==> src/hdl/crc16fb_pkg.sv <==
// Shared types, codes and the CRC byte update for the CRC-16 frame builder.
package crc16fb_pkg;

    localparam logic [15:0] CRC_INIT = 16'hFFFF;
    localparam logic [15:0] CRC_POLY = 16'h1021;

    localparam int BURST_MAX = 5;

    // Input item kind (carried on s_tuser)
    localparam logic ACT_BEGIN   = 1'b0;
    localparam logic ACT_PAYLOAD = 1'b1;

    // Output byte roles (carried on m_tuser)
    localparam logic [2:0] ROLE_START   = 3'd0;
    localparam logic [2:0] ROLE_LENGTH  = 3'd1;
    localparam logic [2:0] ROLE_PAYLOAD = 3'd2;
    localparam logic [2:0] ROLE_CRC_HI  = 3'd3;
    localparam logic [2:0] ROLE_CRC_LO  = 3'd4;
    localparam logic [2:0] ROLE_END     = 3'd5;

    // Register indexes on the configuration channel
    localparam logic REG_START_MARKER = 1'b0;
    localparam logic REG_END_MARKER   = 1'b1;

    // Result bytes produced by one input item
    typedef struct packed {
        logic [2:0]                  count;
        logic [BURST_MAX-1:0][7:0]   data;
        logic [BURST_MAX-1:0][2:0]   role;
    } burst_t;

    // CRC-16/CCITT-FALSE update over one byte, MSB first
    function automatic logic [15:0] crc16_byte(input logic [15:0] crc, input logic [7:0] b);
        logic [15:0] c;
        c = crc ^ {b, 8'h00};
        for (int k = 0; k < 8; k++) begin
            if (c[15]) begin
                c = {c[14:0], 1'b0} ^ CRC_POLY;
            end else begin
                c = {c[14:0], 1'b0};
            end
        end
        return c;
    endfunction

endpackage

==> src/hdl/crc16_frame_builder_unit.sv <==
// Top level of the CRC-16/CCITT-FALSE frame builder: input register, burst register, config.
// An accepted request goes through the input register and then the burst register.
// One request per cycle while each request yields one byte (mid-frame payload) and the
// receiver is ready; a k-byte request holds the output burst register until all k are taken.
// The input register takes the next request while the burst register is still draining.
// Reset (synchronous, active low) clears both registers and frame state and presets markers.
module crc16_frame_builder_unit
    import crc16fb_pkg::*;
(
    input  logic         aclk,
    input  logic         aresetn,
    input  logic         s_tvalid,
    output logic         s_tready,
    input  logic [15:0]  s_tdata,   // [7:0] frame_length, [15:8] payload_byte
    input  logic         s_tuser,   // [0] action
    output logic         m_tvalid,
    input  logic         m_tready,
    output logic [7:0]   m_tdata,   // [7:0] out_byte
    output logic [2:0]   m_tuser,   // [2:0] byte_role
    output logic         m_tlast,
    input  logic         cfg_valid,
    output logic         cfg_ready,
    input  logic         cfg_index,
    input  logic [7:0]   cfg_data
);

    logic [7:0]  start_marker_reg;
    logic [7:0]  end_marker_reg;

    logic        in_valid_reg;
    logic        in_action_reg;
    logic [7:0]  in_length_reg;
    logic [7:0]  in_payload_reg;

    logic [2:0]  out_cnt_reg;
    logic [2:0]  out_idx_reg;
    burst_t      out_burst_reg;

    burst_t      burst;
    logic        load;
    logic        out_last;
    logic        out_take;

    assign cfg_ready = 1'b1;

    always_ff @(posedge aclk) begin
        if (!aresetn) begin
            start_marker_reg <= 8'd170;
            end_marker_reg   <= 8'd85;
        end else if (cfg_valid && cfg_ready) begin
            unique case (cfg_index)
                REG_START_MARKER: start_marker_reg <= cfg_data;
                REG_END_MARKER:   end_marker_reg   <= cfg_data;
                default: ;
            endcase
        end
    end

    assign m_tvalid = (out_cnt_reg != 3'd0);
    assign out_last = (out_idx_reg == out_cnt_reg - 3'd1);
    assign out_take = m_tvalid && m_tready;
    assign load     = in_valid_reg && (!m_tvalid || (out_take && out_last));
    assign s_tready = !in_valid_reg || load;

    // input register
    always_ff @(posedge aclk) begin
        if (!aresetn) begin
            in_valid_reg <= 1'b0;
        end else if (s_tready) begin
            in_valid_reg <= s_tvalid;
        end
    end

    always_ff @(posedge aclk) begin
        if (s_tvalid && s_tready) begin
            in_action_reg  <= s_tuser;
            in_length_reg  <= s_tdata[7:0];
            in_payload_reg <= s_tdata[15:8];
        end
    end

    crc16fb_encoder u_encoder (
        .aclk         (aclk),
        .aresetn      (aresetn),
        .load         (load),
        .action       (in_action_reg),
        .frame_length (in_length_reg),
        .payload_byte (in_payload_reg),
        .start_marker (start_marker_reg),
        .end_marker   (end_marker_reg),
        .burst        (burst)
    );

    // burst register: advance one byte per accepted result
    always_ff @(posedge aclk) begin
        if (!aresetn) begin
            out_cnt_reg <= 3'd0;
            out_idx_reg <= 3'd0;
        end else if (load) begin
            out_cnt_reg <= burst.count;
            out_idx_reg <= 3'd0;
        end else if (out_take) begin
            if (out_last) begin
                out_cnt_reg <= 3'd0;
                out_idx_reg <= 3'd0;
            end else begin
                out_idx_reg <= out_idx_reg + 3'd1;
            end
        end
    end

    always_ff @(posedge aclk) begin
        if (load) begin
            out_burst_reg <= burst;
        end
    end

    assign m_tdata = out_burst_reg.data[out_idx_reg];
    assign m_tuser = out_burst_reg.role[out_idx_reg];
    assign m_tlast = out_last;

    a_cnt_range: assert property (@(posedge aclk) disable iff (!aresetn)
        out_cnt_reg <= 3'd5)
        else $error("burst count out of range");

    a_idx_in_burst: assert property (@(posedge aclk) disable iff (!aresetn)
        m_tvalid |-> (out_idx_reg < out_cnt_reg))
        else $error("burst index beyond count");

    a_drain_ends: assert property (@(posedge aclk) disable iff (!aresetn)
        (out_take && out_last && !load) |=> !m_tvalid)
        else $error("output still valid after last byte with nothing loaded");

    a_hold_when_full: assert property (@(posedge aclk) disable iff (!aresetn)
        (in_valid_reg && m_tvalid && !m_tready) |=> (in_valid_reg && $stable(in_length_reg)
            && $stable(in_payload_reg) && $stable(in_action_reg)))
        else $error("pending request lost while output stalled");

endmodule

==> src/hdl/crc16fb_encoder.sv <==
// Frame state and CRC tracking; forms the result bytes of one input item.
module crc16fb_encoder
    import crc16fb_pkg::*;
(
    input  logic         aclk,
    input  logic         aresetn,
    input  logic         load,
    input  logic         action,
    input  logic [7:0]   frame_length,
    input  logic [7:0]   payload_byte,
    input  logic [7:0]   start_marker,
    input  logic [7:0]   end_marker,
    output burst_t       burst
);

    logic [15:0] crc_reg, crc_next;
    logic [7:0]  left_reg, left_next;
    logic        open_reg, open_next;

    logic [15:0] crc_new;
    logic [7:0]  left_dec;

    assign crc_new  = (action == ACT_BEGIN) ? crc16_byte(CRC_INIT, frame_length)
                                            : crc16_byte(crc_reg, payload_byte);
    assign left_dec = left_reg - 8'd1;

    always_comb begin
        burst     = '0;
        crc_next  = crc_reg;
        left_next = left_reg;
        open_next = open_reg;
        if (action == ACT_BEGIN) begin
            burst.data[0] = start_marker;
            burst.role[0] = ROLE_START;
            burst.data[1] = frame_length;
            burst.role[1] = ROLE_LENGTH;
            if (frame_length == 8'd0) begin
                burst.count   = 3'd5;
                burst.data[2] = crc_new[15:8];
                burst.role[2] = ROLE_CRC_HI;
                burst.data[3] = crc_new[7:0];
                burst.role[3] = ROLE_CRC_LO;
                burst.data[4] = end_marker;
                burst.role[4] = ROLE_END;
                crc_next      = CRC_INIT;
                left_next     = 8'd0;
                open_next     = 1'b0;
            end else begin
                burst.count = 3'd2;
                crc_next    = crc_new;
                left_next   = frame_length;
                open_next   = 1'b1;
            end
        end else if (open_reg) begin
            burst.data[0] = payload_byte;
            burst.role[0] = ROLE_PAYLOAD;
            if (left_dec == 8'd0) begin
                // last payload byte: append the trailer and close
                burst.count   = 3'd4;
                burst.data[1] = crc_new[15:8];
                burst.role[1] = ROLE_CRC_HI;
                burst.data[2] = crc_new[7:0];
                burst.role[2] = ROLE_CRC_LO;
                burst.data[3] = end_marker;
                burst.role[3] = ROLE_END;
                crc_next      = CRC_INIT;
                left_next     = 8'd0;
                open_next     = 1'b0;
            end else begin
                burst.count = 3'd1;
                crc_next    = crc_new;
                left_next   = left_dec;
            end
        end
        // payload with no frame open: drop, count stays zero
    end

    always_ff @(posedge aclk) begin
        if (!aresetn) begin
            crc_reg  <= CRC_INIT;
            left_reg <= 8'd0;
            open_reg <= 1'b0;
        end else if (load) begin
            crc_reg  <= crc_next;
            left_reg <= left_next;
            open_reg <= open_next;
        end
    end

endmodule

==> config.mk <==
export PLATFORM = sky130hd
export DESIGN_NAME = crc16_frame_builder_unit
export DESIGN_NICKNAME = d
export VERILOG_FILES = /design/src/hdl/crc16fb_pkg.sv /design/src/hdl/crc16_frame_builder_unit.sv /design/src/hdl/crc16fb_encoder.sv
export SDC_FILE = /design/constraint.sdc
export NUM_CORES = 1
export LEC_CHECK = 0
export BUFFER_PORTS_ARGS = -buffer_cell sky130_fd_sc_hd__clkbuf_2
export CAP_MARGIN = 20
export CORE_UTILIZATION = 40
export CTS_CLUSTER_DIAMETER = 120
export CTS_CLUSTER_SIZE = 24
export DETAILED_ROUTE_END_ITERATION = 8
export MAX_ROUTING_LAYER = met4
export PLACE_DENSITY = 0.65
export SYNTH_ARGS = -nofsm -noshare
export SYNTH_HDL_FRONTEND = slang
export SYNTH_SLANG_ARGS = --single-unit
export TNS_END_PERCENT = 20
==> constraint.sdc <==
create_clock -name aclk -period 3.7 [get_ports aclk]
set_clock_uncertainty 0.05 [all_clocks]
set_input_delay 0.185 -clock aclk [delete_from_list [all_inputs] [get_ports aclk]]
set_output_delay 0.185 -clock aclk [all_outputs]
set_load 0.02 [all_outputs]
==> results of run 1 <==
## where the power goes
part	total [W]	switching [W]	internal, W	leakage [nW]
registers	0.00141	0.0000471	0.00137	1.00
logic	0.000349	0.000204	0.000145	1.24
clock network	0.000962	0.000488	0.000474	0.141
## cell type report
class                      count  area, um2
fill                        1207       7030
sequential                   111       2850
multi-input combinational    340       2310
timing repair buffer          66        428
clock buffer                   9        225
tap                          176        220
clock inverter                 7       62.6
inverter                      15       56.3
## through the flow
| step | cell area (um2) | util | cells | power [W] |
|---|---|---|---|---|
| floorplan | 5410 | - | 500 | 0.00168 |
| global placement | 5700 | 0.432 | 691 | 0.00177 |
| detailed placement | 5700 | 0.432 | 691 | 0.00177 |
| CTS | 6160 | 0.467 | 724 | 0.00274 |
| global route | 6160 | 0.467 | 724 | 0.00284 |
| finish | 6160 | 0.467 | 724 | 0.00272 |
## path summary, 6_finish.rpt
check	startpoint	endpoint	slack [ps]	cells past startpoint
worst max-delay path	u_encoder.left_reg[0]	out_burst_reg[45]	650	7
worst min-delay path	cfg_data[0]	end_marker_reg[0]	30	3
worst max register to register	u_encoder.left_reg[0]	out_burst_reg[45]	650	7
worst min register to register	start_marker_reg[6]	start_marker_reg[6]	420	2
## cell usage in the layout (no fill, tap or decap), types with 10 or more instances in the layout
master,instances
nand2_1,63
edfxtp_1,63
dfxtp_1,48
clkbuf_2,44
xnor2_1,25
o21ai_0,25
nor2_1,24
a21oi_1,22
and3_1,17
dlygate4sd3_1,17
nor3b_1,16
a21boi_0,16
inv_1,14
a22o_1,13
a31oi_1,12
xor2_1,10
## metal layers
metal  wire (um)  vias to the layer above
li1            -                     1911
met1        5810                     1875
met2        5710                      137
met3         653                       17
met4         291                        0
met5           0                        -
## logic make-up after synthesis
| kind of cell | after synthesis | synth area share |
|---|---|---|
| AND/OR/NAND/NOR | 152 | 0.138 |
| AO/OA/AOI/OAI | 136 | 0.178 |
| flip-flops | 111 | 0.528 |
| buffers and inverters | 49 | 0.0463 |
| XOR/XNOR | 36 | 0.0613 |
| multiplexers | 10 | 0.0370 |
| adder cells (fa/ha/maj) | 5 | 0.0116 |
| other | 1 | 0.000693 |
## worst max-delay path: cells and delay by family, from the launching register on
kind / cells / cell delay [ps]
flops: 1 / 450
simple gates: 1 / 440
buf+inv: 2 / 370
compound gates: 3 / 1340
fa+ha+maj: 1 / 280
## what timing repair did
action | in CTS | in global routing
hold buffers | 17 | 0
resized for setup | 0 | 0
endpoints found under the setup margin | 0 | 0
endpoints found under the hold margin | 17 | 0
==> metrics.md, run 1 <==
| Metric | Value |
|---|---|
| Status | `complete, no violations` |
| Final weighted congestion in routability-driven placement | `0.881` |
| Pre-CTS WS | `between 600 and 700 ps` |
| Critical path launch point type | `register` |
| Post-DRT Antenna Nets | `0` |
| Post-synth EDFFs | `63` |
| Number of flip-flops in the largest register | `46` |
| Post-route minimum period | `slightly above 3000 ps` |
| Pin count of the biggest net entering global routing | `54` |
| Final wirelength | `12,500 um` |
| Final setup violation count | `0` |
| Final hold slack | `32.2 ps` |
| Initial Utilization | `0.410` |
| DR pass1 iterations | `5` |
| Crit path top cell by count | `inv_1` |
| RSZ-0062 raised after global routing | `false` |
| Cell Pwr Density | `442 mW/mm2` |
| Fin Setup TNS | `0 ps` |
| Boundary Pins | `46` |
| Main synth FF type | `edfxtp_1` |
| H-tree level count | `3` |
| Tcrit/Tclk final | `0.825` |
| Area leader, netlist | `edfxtp_1` |
| Final hold violation count | `0` |
| DR iter-0 viols | `285` |
| Post-Syn Nets | `between 500 and 600` |
| Max-cap violation count | `0` |
| Critical path class | `reg -> reg` |
| Slowest CP cell | `o41ai_1` |
| Placeable Area | `0.0132 mm2` |
| Grt total ovfl | `0` |
| Mapped Cells | `500` |
| N_diodes | `0` |
| Vias per cell | `around 5.4` |
| Slew @ Worst Pin | `about 990 ps` |
| Syn Std Cell Area | `0.00541 mm2` |
| Global route hottest layer | `met2` |
| GR Layer Usage met2 | `0.290` |
| Syn Area/Cell | `10.8 um2` |
| Worst-path clk slew | `80 ps` |
| Initial antenna violation count | `0` |
| Hold crit path type | `in -> reg` |
| Met3 usage | `0.0256` |
| # DRC | `0` |
| Synth Register Bits | `111` |
| Clk_lat worst skew | `360 ps` |
| Row cnt | `42` |
| Ys Warns | `0` |
| Cell Chain, Critical Path | `inv_1 -> ha_1 -> o41ai_1 -> o2111a_1 -> nand2_1 -> inv_1 -> a21o_1` |
| Data arrival time of the worst path | `approximately 3200 ps` |
| CP required | `3880 ps` |
| Die width | `118 um` |
| Root buf cell | `clkbuf_16` |
| Area contributors post-synth | `edfxtp_1, dfxtp_1, nand2_1, xnor2_1, mux4_2` |
| Clock tree buffer depth | `2` |
| P&R area growth vs syn | `13.8%` |
| Count of cell types in the netlist | `between 50 and 60` |
| M1 GR Usage | `0.260` |
| CTS Sinks | `111` |
| Crit path largest cell delay | `630 ps` |
| Die area | `0.0140 mm2` |
| # port buffers | `44` |
| Via count | `3,940` |
| CTS tree | `yes` |
| Final worst slack | `around 650 ps` |
| CP max FO | `18` |
| Slew Limit Headroom | `0.337` |
| Worst Setup End Kind | `register` |
| Die H | `118 um` |
| Post-synth top cells | `edfxtp_1, nand2_1, dfxtp_1` |
| Final net count | `579` |
| Max Clock Freq | `327 MHz` |
| Pleak | `2.38 nW` |
| VDD IR max | `just over 200 uV` |
| Sequential share of the synthesized area | `0.528` |
| Total track usage | `0.193` |
| First-pass GRT wire length | `20,200 um` |
| Share of cells above drive strength 1 | `0.151` |
| Number of global-route vias before repair | `3,797` |
| Wire per inst | `17.2 um` |
| Pins over their slew limit | `0` |
| Yosys top cell area share | `0.350` |
| Inserted Clock Buffers | `9` |
| Postcts setup bufs | `0` |
| DPL Wire Length | `between 8000 and 9000 um` |
| Fraction of registers with async set/reset | `0` |
(Power assumes the default switching activity.)
==> inputs of run 2 (changes only) <==
- ABC_AREA: default -> 1
- clock period: 3.7 -> 2.5 ns (I/O delays scaled with it)
==> run 2 against run 1 <==
  * Sequential share of layout area fell by 2.7 points
  * Highest routed layer unchanged
  * Worst hold slack got worse by 3.2 ps
  * Die area rose by 2.2%
  * Count of clock-buffer cells in the layout did not move
  * Via count rose by 23%
  * Clock power rose by 47%
  * Utilization rose by 2.4 points
  * Area after synthesis rose by 2.2%
  * Routed wire length rose by 9.3%
  * Cell count rose by 29%
==> metrics.md, run 2 <==
| Metric | Value |
|---|---|
| Status | `complete, no violations` |
| CTS tree | `yes` |
| CP required | `2330 ps (-1550 ps)` |
| Most common cell after layout, fill and taps aside | `nand2_1` |
| Placeable Area | `0.0133 mm2 (+1.2%)` |
| DPL Wire Length | `9850 um (+11%)` |
| Total track usage | `0.207 (+0.0144)` |
| Max Clock Freq | `439 MHz` |
| Wire per inst | `14.5 um (-15%)` |
| # port buffers | `44 (unchanged)` |
| Count of cell types in the netlist | `39 (-33%)` |
| Fin area | `0.00654 mm2 (+6.3%)` |
| # DRC | `0 (unchanged)` |
| Area leader, netlist | `edfxtp_1` |
| Die width | `120 um (+1.1%)` |
| Postcts setup bufs | `0 (unchanged)` |
| Fin Setup TNS | `0 ps (unchanged)` |
| Post-synth EDFFs | `63 (unchanged)` |
| Critical path class | `reg -> out` |
| Flop2flop setup slack | `280 ps (-370 ps)` |
| Tcrit/Tclk final | `0.911` |
| Post-synth top cells | `nand2_1, nand3_1, nor2_1` |
| Final weighted congestion in routability-driven placement | `0.938 (+6.4%)` |
| Boundary Pins | `46 (unchanged)` |
| RSZ-0062 raised after global routing | `false` |
| Final net count | `791 (+37%)` |
| Pre-CTS WS | `263 ps (-414 ps)` |
| Die H | `120 um (+1.1%)` |
| Footprint of the multi-input gates | `0.00226 mm2 (-2.1%)` |
| Filler cells | `1,291 (+7.0%)` |
| Fraction of registers with async set/reset | `0 (unchanged)` |
| Final setup violation count | `0 (unchanged)` |
| Clock tree buffer depth | `2 (unchanged)` |
| DR pass1 iterations | `4 (-1)` |
| P&R area growth vs syn | `18.4%` |
| Initial antenna violation count | `0 (unchanged)` |
| Grt total ovfl | `0 (unchanged)` |
| Die area | `0.0143 mm2 (+2.2%)` |
| Count leader, synth | `nand2_1` |
| Post-DRT Antenna Nets | `0 (unchanged)` |
| Cell Pwr Density | `633 mW/mm2 (+43%)` |
| Data arrival time of the worst path | `2100 ps (-1140 ps)` |
| Crit path top cell by count | `buf_4` |
| Share of cells above drive strength 1 | `0.117 (-0.0344)` |
| Root buf cell | `clkbuf_16` |
| Cell Chain, Critical Path | `buf_4 -> nor2_1 -> buf_4 -> nand2_1 -> o22ai_1 -> clkbuf_2` |
| Slew Limit Headroom | `0.573 (+0.235)` |
| CP max FO | `22 (+4)` |
| Fraction of the mapped netlist area in simple logic gates | `0.279 (+0.141)` |
| VDD IR max | `387 uV (+88%)` |
| Syn Area/Cell | `8.05 um2 (-26%)` |
| Inserted Clock Buffers | `9 (unchanged)` |
| Pins over their slew limit | `0 (unchanged)` |
| Worst Setup End Kind | `output port` |
| Reg area | `0.00285 mm2 (unchanged)` |
| Synth Register Bits | `111 (unchanged)` |
| Post-route minimum period | `2280 ps` |
| Tot Pwr | `0.00414 W (+52%)` |
| Worst-path clk slew | `70 ps (about the same)` |
| Via count | `4,834 (+23%)` |
| Number of flip-flops in the largest register | `46 (unchanged)` |
| Compound-cell area share of the yosys netlist | `0.0962 (-0.0817)` |
| Final hold slack | `29.0 ps (-3.23 ps)` |
| Area contributors post-synth | `edfxtp_1, dfxtp_1, nand2_1, nand3_1, nor2_1` |
| Post-synthesis xor/xnor area fraction | `0.0222 (-0.0391)` |
| Critical path launch point type | `register` |
| Clk_lat worst skew | `360 ps (about the same)` |
| Mapped Cells | `687 (+37%)` |
| Mux contribution to synthesized area | `0 (-0.0370)` |
| Slew @ Worst Pin | `637 ps (-357 ps)` |
| Post-Synth Adder-Cell Area | `0.0113 (-0.000251)` |
| N_diodes | `0 (unchanged)` |
| Main combinational cell family by area after synthesis | `simple AND/OR/NAND/NOR gates` |
| Slowest CP cell | `nor2_1` |
| CTS Sinks | `111 (unchanged)` |
| Sequential share of the synthesized area | `0.516 (-0.0115)` |
| Final worst slack | `222 ps (-424 ps)` |
| Yosys top cell area share | `0.342 (-0.00760)` |
| First-pass GRT wire length | `22,500 um (+11%)` |
| Pin count of the biggest net entering global routing | `30 (-44%)` |
| Crit path largest cell delay | `490 ps (-140 ps)` |
| Placed inst area | `0.00599 mm2 (+5.2%)` |
| Syn Std Cell Area | `0.00553 mm2 (+2.2%)` |
| Final hold violation count | `0 (unchanged)` |
| DR iter-0 viols | `343 (+20%)` |
| Initial Utilization | `0.414 (+0.00416)` |
| H-tree level count | `3 (unchanged)` |
| Post-CTS Resized | `0 (unchanged)` |
| Hold crit path type | `in -> reg` |
| Final wirelength | `13,600 um (+9.3%)` |
| Max-cap violation count | `0 (unchanged)` |
| Row cnt | `42 (unchanged)` |
| Pleak | `2.93 nW (+23%)` |
| Post-Syn Nets | `723 (+35%)` |
| Vias per cell | `5.16 (-5.1%)` |
| Ys Warns | `0 (unchanged)` |
| Main synth FF type | `edfxtp_1` |
| Number of global-route vias before repair | `4,551 (+20%)` |
| Most frequent cells in the layout | `nand2_1, nor2_1, nand3_1, inv_1, edfxtp_1` |
[run 2: cells by family after synthesis]
| kind of cell | after synthesis |
|---|---|
| simple gates | 361 |
| flops | 111 |
| fa+ha+maj | 5 |
| other cells | 1 |
| buf+inv | 102 |
| xor+xnor | 14 |
| compound gates | 93 |
[run 2: final cells by class]
cell class	count	area share
timing repair buffer	87	0.0987
sequential	111	0.436
inverter	72	0.0419
clock inverter	7	0.00975
tap	176	0.0337
clock buffer	9	0.0344
multi-input combinational	474	0.346
[run 2: path summary, 6_finish.rpt]
check,from,end,depth (start not counted)
worst min register to register,start_marker_reg[5],start_marker_reg[5],2
worst min-delay path,m_tready,out_idx_reg[1],4
worst max-delay path,out_idx_reg[1],m_tuser[2],6
worst max register to register,out_cnt_reg[0],in_payload_reg[1],9
[run 2: repair_timing]
| item | CTS | global route |
|---|---|---|
| hold endpoints to repair | 29 | 0 |
| hold buffers | 26 | 0 |
| endpoints found under the setup margin | 0 | 0 |
[run 2: report_power, final]
| group | internal [W] | leakage [nW] | switching, W |
|---|---|---|---|
| combinational | 0.000232 | 1.78 | 0.000404 |
| clock | 0.000700 | 0.138 | 0.000707 |
| sequential | 0.00204 | 1.00 | 0.0000632 |
| total | 0.00297 | 2.93 | 0.00117 |
[run 2: worst max-delay path: cells and delay by family (launching register included)]
family	cells	cell delay, ps
buf+inv	3	670
simple gates	2	570
flops	1	320
compound gates	1	170
[run 2: layer usage]
layer | global-route usage | up-vias | share of wire | routed length [um]
met5 | - | - | 0 | 0
met4 | 0.0766 | 0 | 0.029 | 396
met3 | 0.0528 | 29 | 0.060 | 812
met2 | 0.322 | 163 | 0.47 | 6360
met1 | 0.262 | 2238 | 0.44 | 6040
li1 | - | 2404 | - | -
[run 2: per-stage QoR]
stage	utilization	instances
3_5_place_dp	0.449	894
2_1_floorplan	-	687
3_3_place_gp	0.449	894
5_1_grt	0.490	936
4_1_cts	0.490	936
6_report	0.490	936
